File: config.mk
export PLATFORM = sky130hd
export DESIGN_NAME = uart_receiver_half_bit_flat
export DESIGN_NICKNAME = d
export VERILOG_FILES = /design/src/rtl/uartrx_pkg.sv /design/src/rtl/uartrx_req_if.sv /design/src/rtl/uartrx_res_if.sv /design/src/rtl/uartrx_frame.sv /design/src/rtl/uartrx_slot.sv /design/src/rtl/uartrx_obuf.sv /design/src/rtl/uart_receiver_half_bit.sv /design/src/flat_wrapper.sv
export SDC_FILE = /design/constraint.sdc
export NUM_CORES = 1
export LEC_CHECK = 0
export BUFFER_PORTS_ARGS = -buffer_cell sky130_fd_sc_hd__buf_2
export CORE_MARGIN = 2
export CORE_UTILIZATION = 61
export DETAILED_ROUTE_END_ITERATION = 10
export PLACE_DENSITY_LB_ADDON = 0.2
export SLEW_MARGIN = 30
export SYNTH_ARGS = -nofsm -noshare
export SYNTH_HDL_FRONTEND = slang
export SYNTH_SLANG_ARGS = --single-unit
File: constraint.sdc
create_clock -name i_clk -period 7.8 [get_ports i_clk]
set_input_delay 0.78 -clock i_clk [delete_from_list [all_inputs] [get_ports i_clk]]
set_output_delay 0.78 -clock i_clk [all_outputs]
set_load 0.005 [all_outputs]
File: src/rtl/uartrx_pkg.sv
`timescale 1ns / 1ps
`default_nettype none
// ----------------------------------------------------------------------------
// uartrx_pkg
// Shared types and constants of the half-bit sampled 8N1 UART receiver.
// ----------------------------------------------------------------------------
package uartrx_pkg;

    localparam int unsigned CMD_W   = 2;
    localparam int unsigned PHASE_W = 5;
    localparam int unsigned BYTE_W  = 8;
    localparam int unsigned CFG_IDX_W  = 1;
    localparam int unsigned CFG_DATA_W = 8;

    typedef enum logic [CMD_W-1:0] {
        CMD_EDGE  = 2'd0,
        CMD_TICK  = 2'd1,
        CMD_CLEAR = 2'd2,
        CMD_NONE  = 2'd3
    } t_cmd;

    localparam logic [CFG_IDX_W-1:0] CFG_MATCH_BYTE = 1'b0;
    localparam logic [CFG_IDX_W-1:0] CFG_MATCH_EN   = 1'b1;

    localparam logic [PHASE_W-1:0] PH_IDLE       = 5'd0;
    localparam logic [PHASE_W-1:0] PH_START      = 5'd1;
    localparam logic [PHASE_W-1:0] PH_DATA_FIRST = 5'd3;
    localparam logic [PHASE_W-1:0] PH_DATA_LAST  = 5'd17;
    localparam logic [PHASE_W-1:0] PH_STOP       = 5'd19;

    typedef struct packed {
        logic              done;
        logic              ferr;
        logic              busy;
        logic [BYTE_W-1:0] data;
    } t_frame_evt;

endpackage : uartrx_pkg
`default_nettype wire

File: src/rtl/uartrx_req_if.sv
`timescale 1ns / 1ps
`default_nettype none
// ----------------------------------------------------------------------------
// uartrx_req_if
// Request channel: command and the three line samples of one tick.
// ----------------------------------------------------------------------------
interface uartrx_req_if;
    logic       valid;
    logic       ready;
    logic [1:0] command;
    logic       sample_first;
    logic       sample_second;
    logic       sample_third;

    modport source (
        output valid, command, sample_first, sample_second, sample_third,
        input  ready
    );
    modport sink (
        input  valid, command, sample_first, sample_second, sample_third,
        output ready
    );
endinterface : uartrx_req_if
`default_nettype wire

File: src/rtl/uartrx_res_if.sv
`timescale 1ns / 1ps
`default_nettype none
// ----------------------------------------------------------------------------
// uartrx_res_if
// Result channel: frame outcome, buffer slot and match flag.
// ----------------------------------------------------------------------------
interface uartrx_res_if #(
    parameter int unsigned IDX_W = 6
);
    logic             valid;
    logic             ready;
    logic             byte_done;
    logic [7:0]       data_byte;
    logic             stored;
    logic [IDX_W-1:0] write_index;
    logic             match_hit;
    logic             framing_error;
    logic             busy_res;

    modport source (
        output valid, byte_done, data_byte, stored, write_index, match_hit,
               framing_error, busy_res,
        input  ready
    );
    modport sink (
        input  valid, byte_done, data_byte, stored, write_index, match_hit,
               framing_error, busy_res,
        output ready
    );
endinterface : uartrx_res_if
`default_nettype wire

File: src/rtl/uartrx_frame.sv
`timescale 1ns / 1ps
`default_nettype none
// ----------------------------------------------------------------------------
// uartrx_frame
// Frame sequencer: half-bit phase counter, start/stop checks, byte assembly.
// ----------------------------------------------------------------------------
module uartrx_frame
    import uartrx_pkg::*;
(
    input  wire logic        i_clk,
    input  wire logic        i_rst_n,
    input  wire logic        i_accept,
    input  wire t_cmd        i_cmd,
    input  wire logic        i_s0,
    input  wire logic        i_s1,
    input  wire logic        i_s2,
    output t_frame_evt       o_evt
);

    logic [PHASE_W-1:0] r_phase, n_phase;
    logic [BYTE_W-1:0]  r_shift, n_shift;
    logic [2:0]         bit_idx;
    logic               data_phase;
    logic               done;
    logic               ferr;

    assign bit_idx    = 3'(r_phase[PHASE_W-1:1] - 4'd1);
    assign data_phase = (r_phase >= PH_DATA_FIRST) && (r_phase <= PH_DATA_LAST)
                        && r_phase[0];

    always_comb begin
        n_phase = r_phase;
        n_shift = r_shift;
        done    = 1'b0;
        ferr    = 1'b0;
        if (i_accept) begin
            unique case (i_cmd)
                CMD_EDGE: begin
                    if (r_phase == PH_IDLE) begin
                        n_phase = PH_START;
                    end
                end
                CMD_TICK: begin
                    if (r_phase != PH_IDLE) begin
                        if ((i_s0 != i_s1) || (i_s0 != i_s2)) begin
                            n_shift = '0;
                        end
                        if (r_phase == PH_START) begin
                            if (!i_s0) begin
                                n_shift = '0;
                            end else begin
                                ferr = 1'b1;
                            end
                        end else if (data_phase) begin
                            if (i_s0) begin
                                n_shift[bit_idx] = 1'b1;
                            end
                        end else if (r_phase == PH_STOP) begin
                            if (i_s0) begin
                                done = 1'b1;
                            end else begin
                                ferr = 1'b1;
                            end
                        end
                        n_phase = (done || ferr) ? PH_IDLE : r_phase + 5'd1;
                    end
                end
                default: begin
                end
            endcase
        end
    end

    always_ff @(posedge i_clk) begin
        if (!i_rst_n) begin
            r_phase <= PH_IDLE;
            r_shift <= '0;
        end else begin
            r_phase <= n_phase;
            r_shift <= n_shift;
        end
    end

    assign o_evt.done = done;
    assign o_evt.ferr = ferr;
    assign o_evt.busy = (n_phase != PH_IDLE);
    assign o_evt.data = done ? n_shift : '0;

endmodule : uartrx_frame
`default_nettype wire

File: src/rtl/uartrx_slot.sv
`timescale 1ns / 1ps
`default_nettype none
// ----------------------------------------------------------------------------
// uartrx_slot
// Buffer slot allocation, receive count and match byte compare.
// ----------------------------------------------------------------------------
module uartrx_slot
    import uartrx_pkg::*;
#(
    parameter int unsigned BUF_DEPTH = 64,
    parameter int unsigned IDX_W     = $clog2(BUF_DEPTH)
) (
    input  wire logic                  i_clk,
    input  wire logic                  i_rst_n,
    input  wire logic                  i_cfg_we,
    input  wire logic [CFG_IDX_W-1:0]  i_cfg_idx,
    input  wire logic [CFG_DATA_W-1:0] i_cfg_data,
    input  wire logic                  i_clear,
    input  wire t_frame_evt            i_evt,
    output logic                       o_stored,
    output logic [IDX_W-1:0]           o_index,
    output logic                       o_hit
);

    localparam logic [IDX_W-1:0] COUNT_LIM = IDX_W'(BUF_DEPTH - 1);

    logic [IDX_W-1:0]  r_count;
    logic [BYTE_W-1:0] r_match_byte;
    logic              r_match_en;

    assign o_stored = i_evt.done && (r_count < COUNT_LIM);
    assign o_index  = o_stored ? r_count : '0;
    assign o_hit    = o_stored && r_match_en && (i_evt.data == r_match_byte);

    always_ff @(posedge i_clk) begin
        if (!i_rst_n) begin
            r_count <= '0;
        end else if (i_clear) begin
            r_count <= '0;
        end else if (o_stored) begin
            r_count <= r_count + 1'b1;
        end
    end

    always_ff @(posedge i_clk) begin
        if (!i_rst_n) begin
            r_match_byte <= '0;
            r_match_en   <= 1'b0;
        end else if (i_cfg_we) begin
            unique case (i_cfg_idx)
                CFG_MATCH_BYTE: r_match_byte <= i_cfg_data[BYTE_W-1:0];
                CFG_MATCH_EN:   r_match_en   <= i_cfg_data[0];
                default: begin
                end
            endcase
        end
    end

endmodule : uartrx_slot
`default_nettype wire

File: src/rtl/uartrx_obuf.sv
`timescale 1ns / 1ps
`default_nettype none
// ----------------------------------------------------------------------------
// uartrx_obuf
// Result register with a skid entry; takes one more request under back-pressure.
// ----------------------------------------------------------------------------
module uartrx_obuf #(
    parameter int unsigned DW = 20
) (
    input  wire logic          i_clk,
    input  wire logic          i_rst_n,
    input  wire logic          i_push,
    input  wire logic [DW-1:0] i_data,
    output logic               o_space,
    output logic               o_valid,
    input  wire logic          i_ready,
    output logic [DW-1:0]      o_data
);

    logic          r_out_vld;
    logic          r_skid_vld;
    logic [DW-1:0] r_out;
    logic [DW-1:0] r_skid;
    logic          pop;

    assign pop     = r_out_vld && i_ready;
    assign o_space = !r_skid_vld;
    assign o_valid = r_out_vld;
    assign o_data  = r_out;

    always_ff @(posedge i_clk) begin
        if (!i_rst_n) begin
            r_out_vld  <= 1'b0;
            r_skid_vld <= 1'b0;
        end else if (pop) begin
            if (r_skid_vld) begin
                r_skid_vld <= 1'b0;
            end else begin
                r_out_vld <= i_push;
            end
        end else if (i_push) begin
            if (r_out_vld) begin
                r_skid_vld <= 1'b1;
            end else begin
                r_out_vld <= 1'b1;
            end
        end
    end

    always_ff @(posedge i_clk) begin
        if (pop) begin
            r_out <= r_skid_vld ? r_skid : i_data;
        end else if (i_push) begin
            if (r_out_vld) begin
                r_skid <= i_data;
            end else begin
                r_out <= i_data;
            end
        end
    end

endmodule : uartrx_obuf
`default_nettype wire

File: src/rtl/uart_receiver_half_bit.sv
// The result of an accepted request is registered in the result register, or in the skid entry while a result waits.
// Throughput: one request per cycle while the skid entry is free; the frame state updates in a single pass.
// A two-entry result stage (register plus skid) takes requests while a result waits.
// Reset (synchronous, active low) idles the phase counter, clears the byte,
// the receive count, both match registers and the result stage.
`timescale 1ns / 1ps
`default_nettype none
// ----------------------------------------------------------------------------
// uart_receiver_half_bit
// 8N1 UART receiver driven by edge and half-bit tick requests.
// ----------------------------------------------------------------------------
module uart_receiver_half_bit
    import uartrx_pkg::*;
#(
    parameter int unsigned BUF_DEPTH = 64
) (
    input  wire logic                  i_clk,
    input  wire logic                  i_rst_n,
    input  wire logic                  i_cfg_we,
    input  wire logic [CFG_IDX_W-1:0]  i_cfg_idx,
    input  wire logic [CFG_DATA_W-1:0] i_cfg_data,
    uartrx_req_if.sink                 i_req,
    uartrx_res_if.source               o_res
);

    localparam int unsigned IDX_W = $clog2(BUF_DEPTH);
    localparam int unsigned RES_W = BYTE_W + IDX_W + 5;

    logic             accept;
    logic             space;
    t_cmd             cmd;
    t_frame_evt       evt;
    logic             stored;
    logic [IDX_W-1:0] index;
    logic             hit;
    logic [RES_W-1:0] res_in;
    logic [RES_W-1:0] res_out;

    assign i_req.ready = space;
    assign accept      = i_req.valid && space;
    assign cmd         = t_cmd'(i_req.command);

    uartrx_frame u_frame (
        .i_clk   (i_clk),
        .i_rst_n (i_rst_n),
        .i_accept(accept),
        .i_cmd   (cmd),
        .i_s0    (i_req.sample_first),
        .i_s1    (i_req.sample_second),
        .i_s2    (i_req.sample_third),
        .o_evt   (evt)
    );

    uartrx_slot #(
        .BUF_DEPTH(BUF_DEPTH),
        .IDX_W    (IDX_W)
    ) u_slot (
        .i_clk     (i_clk),
        .i_rst_n   (i_rst_n),
        .i_cfg_we  (i_cfg_we),
        .i_cfg_idx (i_cfg_idx),
        .i_cfg_data(i_cfg_data),
        .i_clear   (accept && (cmd == CMD_CLEAR)),
        .i_evt     (evt),
        .o_stored  (stored),
        .o_index   (index),
        .o_hit     (hit)
    );

    assign res_in = {evt.done, evt.data, stored, index, hit, evt.ferr, evt.busy};

    uartrx_obuf #(
        .DW(RES_W)
    ) u_obuf (
        .i_clk  (i_clk),
        .i_rst_n(i_rst_n),
        .i_push (accept),
        .i_data (res_in),
        .o_space(space),
        .o_valid(o_res.valid),
        .i_ready(o_res.ready),
        .o_data (res_out)
    );

    assign {o_res.byte_done, o_res.data_byte, o_res.stored, o_res.write_index,
            o_res.match_hit, o_res.framing_error, o_res.busy_res} = res_out;

endmodule : uart_receiver_half_bit
`default_nettype wire

File: src/flat_wrapper.sv
// flat-port wrapper written by rule: the top's interface ports become plain ports
module uart_receiver_half_bit_flat import uartrx_pkg::*;
#(
    parameter int unsigned BUF_DEPTH = 64
)
  (i_clk, i_rst_n, i_cfg_we, i_cfg_idx, i_cfg_data, i_req_valid, i_req_command, i_req_sample_first, i_req_sample_second, i_req_sample_third, i_req_ready, o_res_valid, o_res_byte_done, o_res_data_byte, o_res_stored, o_res_write_index, o_res_match_hit, o_res_framing_error, o_res_busy_res, o_res_ready);
  uartrx_req_if i_req_i ();
  uartrx_res_if #(.IDX_W((6))) o_res_i ();
  input  wire logic i_clk;
  input  wire logic i_rst_n;
  input  wire logic i_cfg_we;
  input  wire logic [CFG_IDX_W-1:0] i_cfg_idx;
  input  wire logic [CFG_DATA_W-1:0] i_cfg_data;
  input wire logic [$bits(i_req_i.valid)-1:0] i_req_valid;
  input wire logic [$bits(i_req_i.command)-1:0] i_req_command;
  input wire logic [$bits(i_req_i.sample_first)-1:0] i_req_sample_first;
  input wire logic [$bits(i_req_i.sample_second)-1:0] i_req_sample_second;
  input wire logic [$bits(i_req_i.sample_third)-1:0] i_req_sample_third;
  output wire logic [$bits(i_req_i.ready)-1:0] i_req_ready;
  output wire logic [$bits(o_res_i.valid)-1:0] o_res_valid;
  output wire logic [$bits(o_res_i.byte_done)-1:0] o_res_byte_done;
  output wire logic [$bits(o_res_i.data_byte)-1:0] o_res_data_byte;
  output wire logic [$bits(o_res_i.stored)-1:0] o_res_stored;
  output wire logic [$bits(o_res_i.write_index)-1:0] o_res_write_index;
  output wire logic [$bits(o_res_i.match_hit)-1:0] o_res_match_hit;
  output wire logic [$bits(o_res_i.framing_error)-1:0] o_res_framing_error;
  output wire logic [$bits(o_res_i.busy_res)-1:0] o_res_busy_res;
  input wire logic [$bits(o_res_i.ready)-1:0] o_res_ready;
  assign i_req_i.valid = i_req_valid;
  assign i_req_i.command = i_req_command;
  assign i_req_i.sample_first = i_req_sample_first;
  assign i_req_i.sample_second = i_req_sample_second;
  assign i_req_i.sample_third = i_req_sample_third;
  assign i_req_ready = i_req_i.ready;
  assign o_res_valid = o_res_i.valid;
  assign o_res_byte_done = o_res_i.byte_done;
  assign o_res_data_byte = o_res_i.data_byte;
  assign o_res_stored = o_res_i.stored;
  assign o_res_write_index = o_res_i.write_index;
  assign o_res_match_hit = o_res_i.match_hit;
  assign o_res_framing_error = o_res_i.framing_error;
  assign o_res_busy_res = o_res_i.busy_res;
  assign o_res_i.ready = o_res_ready;
  uart_receiver_half_bit #(.BUF_DEPTH(BUF_DEPTH)) u_core (.i_clk(i_clk), .i_rst_n(i_rst_n), .i_cfg_we(i_cfg_we), .i_cfg_idx(i_cfg_idx), .i_cfg_data(i_cfg_data), .i_req(i_req_i), .o_res(o_res_i));
endmodule
==> impl_metrics.tcl <==
set metrics [dict create \
    num_io_pins 40 \
    powerDensity_mw_per_mm2 212 \
    ys_top_cells_by_area "edfxtp_1 35%, dfxtp_1 18%, a21o_1 3.9%" \
    synthTopCellsByCount "38 x edfxtp_1, 30 x dfxtp_1, 22 x nor2_1" \
    place.gp.congestion 0.848 \
    fin_setup_tns_ns 0 \
    startpoint_type "flop" \
    overflow 0 \
    nets 366 \
    worstMarginPinSlew_ns 0.841 \
    vias 2419 \
    clkLatencyLatePin_ns 0.34 \
    fill_cells 392 \
    slew_headroom_pct 43.8 \
    die_w_um 77.4 \
    grt.total_usage_pct 23.4 \
    rrSetupSlack_ns 4.35 \
    cts_root_buf "clkbuf_8" \
    yosys.cell_types.count 52 \
    dp_cells 398 \
    routed_wl_um 6580 \
    synth_flop_cell "edfxtp_1" \
    die_area_mm2 0.00599 \
    start_util_pct 63.9 \
    min_period_ns 3.45 \
    fin_total_pwr_uw 800 \
    drt_iter0_drc 231 \
    std_cell_rows 26 \
    holdCritPathClass "flop to flop" \
    instances_no_fill 414 \
    diodes 0 \
    grt_max_degree 26 \
    fp.dieH_um 77.4 \
    cts_tree "built" \
    ir_drop_v 0.000144 \
    synth.most_common_cell "edfxtp_1" \
    synth_largest_area_cell "edfxtp_1" \
    wire_per_inst_um 15.9 \
    total_leakage_power_uw 0.00160 \
    netlist_area_mm2 0.00329 \
    grt_pass1_vias 2301 \
    post-route-period-util_pct 44.2 \
    worstPathArrival_ns 3.72 \
    syn_area_per_cell_um2 11.1 \
    cp.required_ns 8.07 \
    rsz0062_at_grt "no" \
    maxCapViolCount 0 \
    setup_viol 0 \
    area.growth.synth_to_final_pct 14.8 \
    synth_edf_count 38 \
    yosysWarningCount 0 \
    status "completed" \
    drc 0 \
    firstDrtPassIters 5 \
    multiInputGateArea_mm2 0.00145 \
    post-place-ws_ns 4.32 \
    setup_ws_ns 4.35 \
    cp_max_fo 12 \
    cts.sinks 68 \
    worstRegToRegCells 9 \
    async_flop_share_pct 0 \
    regArea_mm2 0.00174 \
    antenna_found_initial 0 \
    clock.fmax_mhz 290 \
    synth_seq_cells 68 \
    clk_pin_slew_ns 0.08 \
    synth_seq_area_share_pct 53.0 \
    synth_top_cell_area_share_pct 34.7 \
    synth_cells 297 \
    cts_buffer_depth 2 \
    io_buffers 39 \
    htree_levels 3 \
    grt_pass1_wl_um 10900 \
    dp_hpwl_um 4330 \
    drive_gt1_share_pct 21.2 \
    skew_ns 0.00922 \
    crit_type "flop to flop" \
    hold_depth 2 \
    synth_nets 324 \
    crit_path_end_kind "flop" \
    hold_viol_final 0 \
    post_cts_buffers 0 \
    cts-hold-fix-buffers 0 \
    cts_buffers 9 \
    post_cts_resize_count 0 \
    drv_slew 0 \
    routed_via_density 5.84 \
    antenna_left 0 \
    coreArea_mm2 0.00514 \
]
## critical path, cell delays in order, from the launching register on
cell     delay (ns)
dfxtp_1        0.60
inv_1          0.22
ha_1           0.28
nor2b_1        0.16
o21ai_0        0.14
nand4_1        0.43
nor2b_1        0.77
nand2_1        0.24
or3_1          0.39
a21oi_1        0.15
## cells in the final DEF (no fill, tap or decap), types with 3 or more instances in the layout
cell type | Yosys | routed
a21oi_1 | 12 | 12
edfxtp_1 | 38 | 38
a21o_1 | 17 | 17
xor2_1 | 6 | 6
nand3_1 | 10 | 10
nand2b_1 | 4 | 4
bufinv_16 | 0 | 3
buf_2 | 2 | 39
nor3_1 | 5 | 4
or3_1 | 3 | 3
mux2i_1 | 8 | 8
and2_1 | 16 | 16
nand2_1 | 17 | 17
xnor2_1 | 5 | 5
buf_4 | 0 | 3
clkbuf_8 | 0 | 9
a32o_1 | 3 | 3
nor2b_1 | 18 | 18
o21ai_1 | 5 | 6
a32oi_1 | 3 | 3
ha_1 | 8 | 8
a21boi_0 | 5 | 5
dfxtp_1 | 30 | 30
nor2_1 | 22 | 22
o21ai_0 | 10 | 9
inv_1 | 10 | 10
## power breakdown
part	total [uW]	leakage, uW	internal (uW)	switching, uW
logic	57.0	0.000848	26.4	30.7
registers	397	0.000637	390	6.56
clock network	346	0.000113	213	133
total	800	0.00160	630	170
## per-stage QoR
step	util (%)	area, um2	hold WS, ns
floorplan	-	3290	0.444
global placement	68.7	3530	0.459
detailed placement	68.7	3530	0.466
CTS	73.4	3770	0.477
global route	73.4	3770	0.514
finish	73.4	3770	0.478
## area by class of cell
type / count / area share [%]
flip-flops and latches: 68 / 46.2
multi-input cells: 208 / 38.3
repair buffers: 42 / 5.77
clock buffers: 10 / 3.38
clock inverters: 6 / 3.02
well taps: 70 / 2.32
inverters: 10 / 0.995
## flip-flops by register name, indices dropped and copies added, names as in the netlist, 5 cells and up
| signal | flops |
|---|---|
| u_core.u_obuf.o_data | 19 |
| u_core.u_frame.r_shift | 8 |
| u_core.u_obuf.r_skid | 19 |
| u_core.u_slot.r_count | 6 |
| u_core.u_slot.r_match_byte | 8 |
| u_core.u_frame.r_phase | 5 |
## metal layers
| layer | global-route usage, % | part of all wire (%) | vias to the layer above |
|---|---|---|---|
| met1 | 30.0 | 43 | 1126 |
| met4 | 9.46 | 1.8 | 0 |
| met5 | 0 | 0 | - |
| met3 | 5.35 | 5.8 | 14 |
| li1 | - | - | 1167 |
| met2 | 38.6 | 50 | 112 |
## cells by family (layout without fill, tap and decap cells)
kind of cell	after synthesis	in the layout	share of synthesized area (%)
and+or+nand+nor	112	112	20.4
AOI/OAI and AO/OA	68	68	14.7
DFF	68	68	53.0
buffers and inverters	21	68	3.16
xor gates and xnor gates	11	11	2.93
muxes	9	9	2.78
adders and majority gates	8	8	3.05
## worst paths after layout
kind	from	endpoint
max	u_core.u_frame.r_phase[2]$_SDFF_PN0_	u_core.u_slot.r_count[5]$_SDFFE_PP0N_
min	u_core.u_slot.r_match_en$_SDFFE_PN0P_	u_core.u_slot.r_match_en$_SDFFE_PN0P_
max reg2reg	u_core.u_frame.r_phase[2]$_SDFF_PN0_	u_core.u_slot.r_count[5]$_SDFFE_PP0N_
min reg2reg	u_core.u_slot.r_match_en$_SDFFE_PN0P_	u_core.u_slot.r_match_en$_SDFFE_PN0P_
No activity file was read; power rests on OpenSTA's default activity.
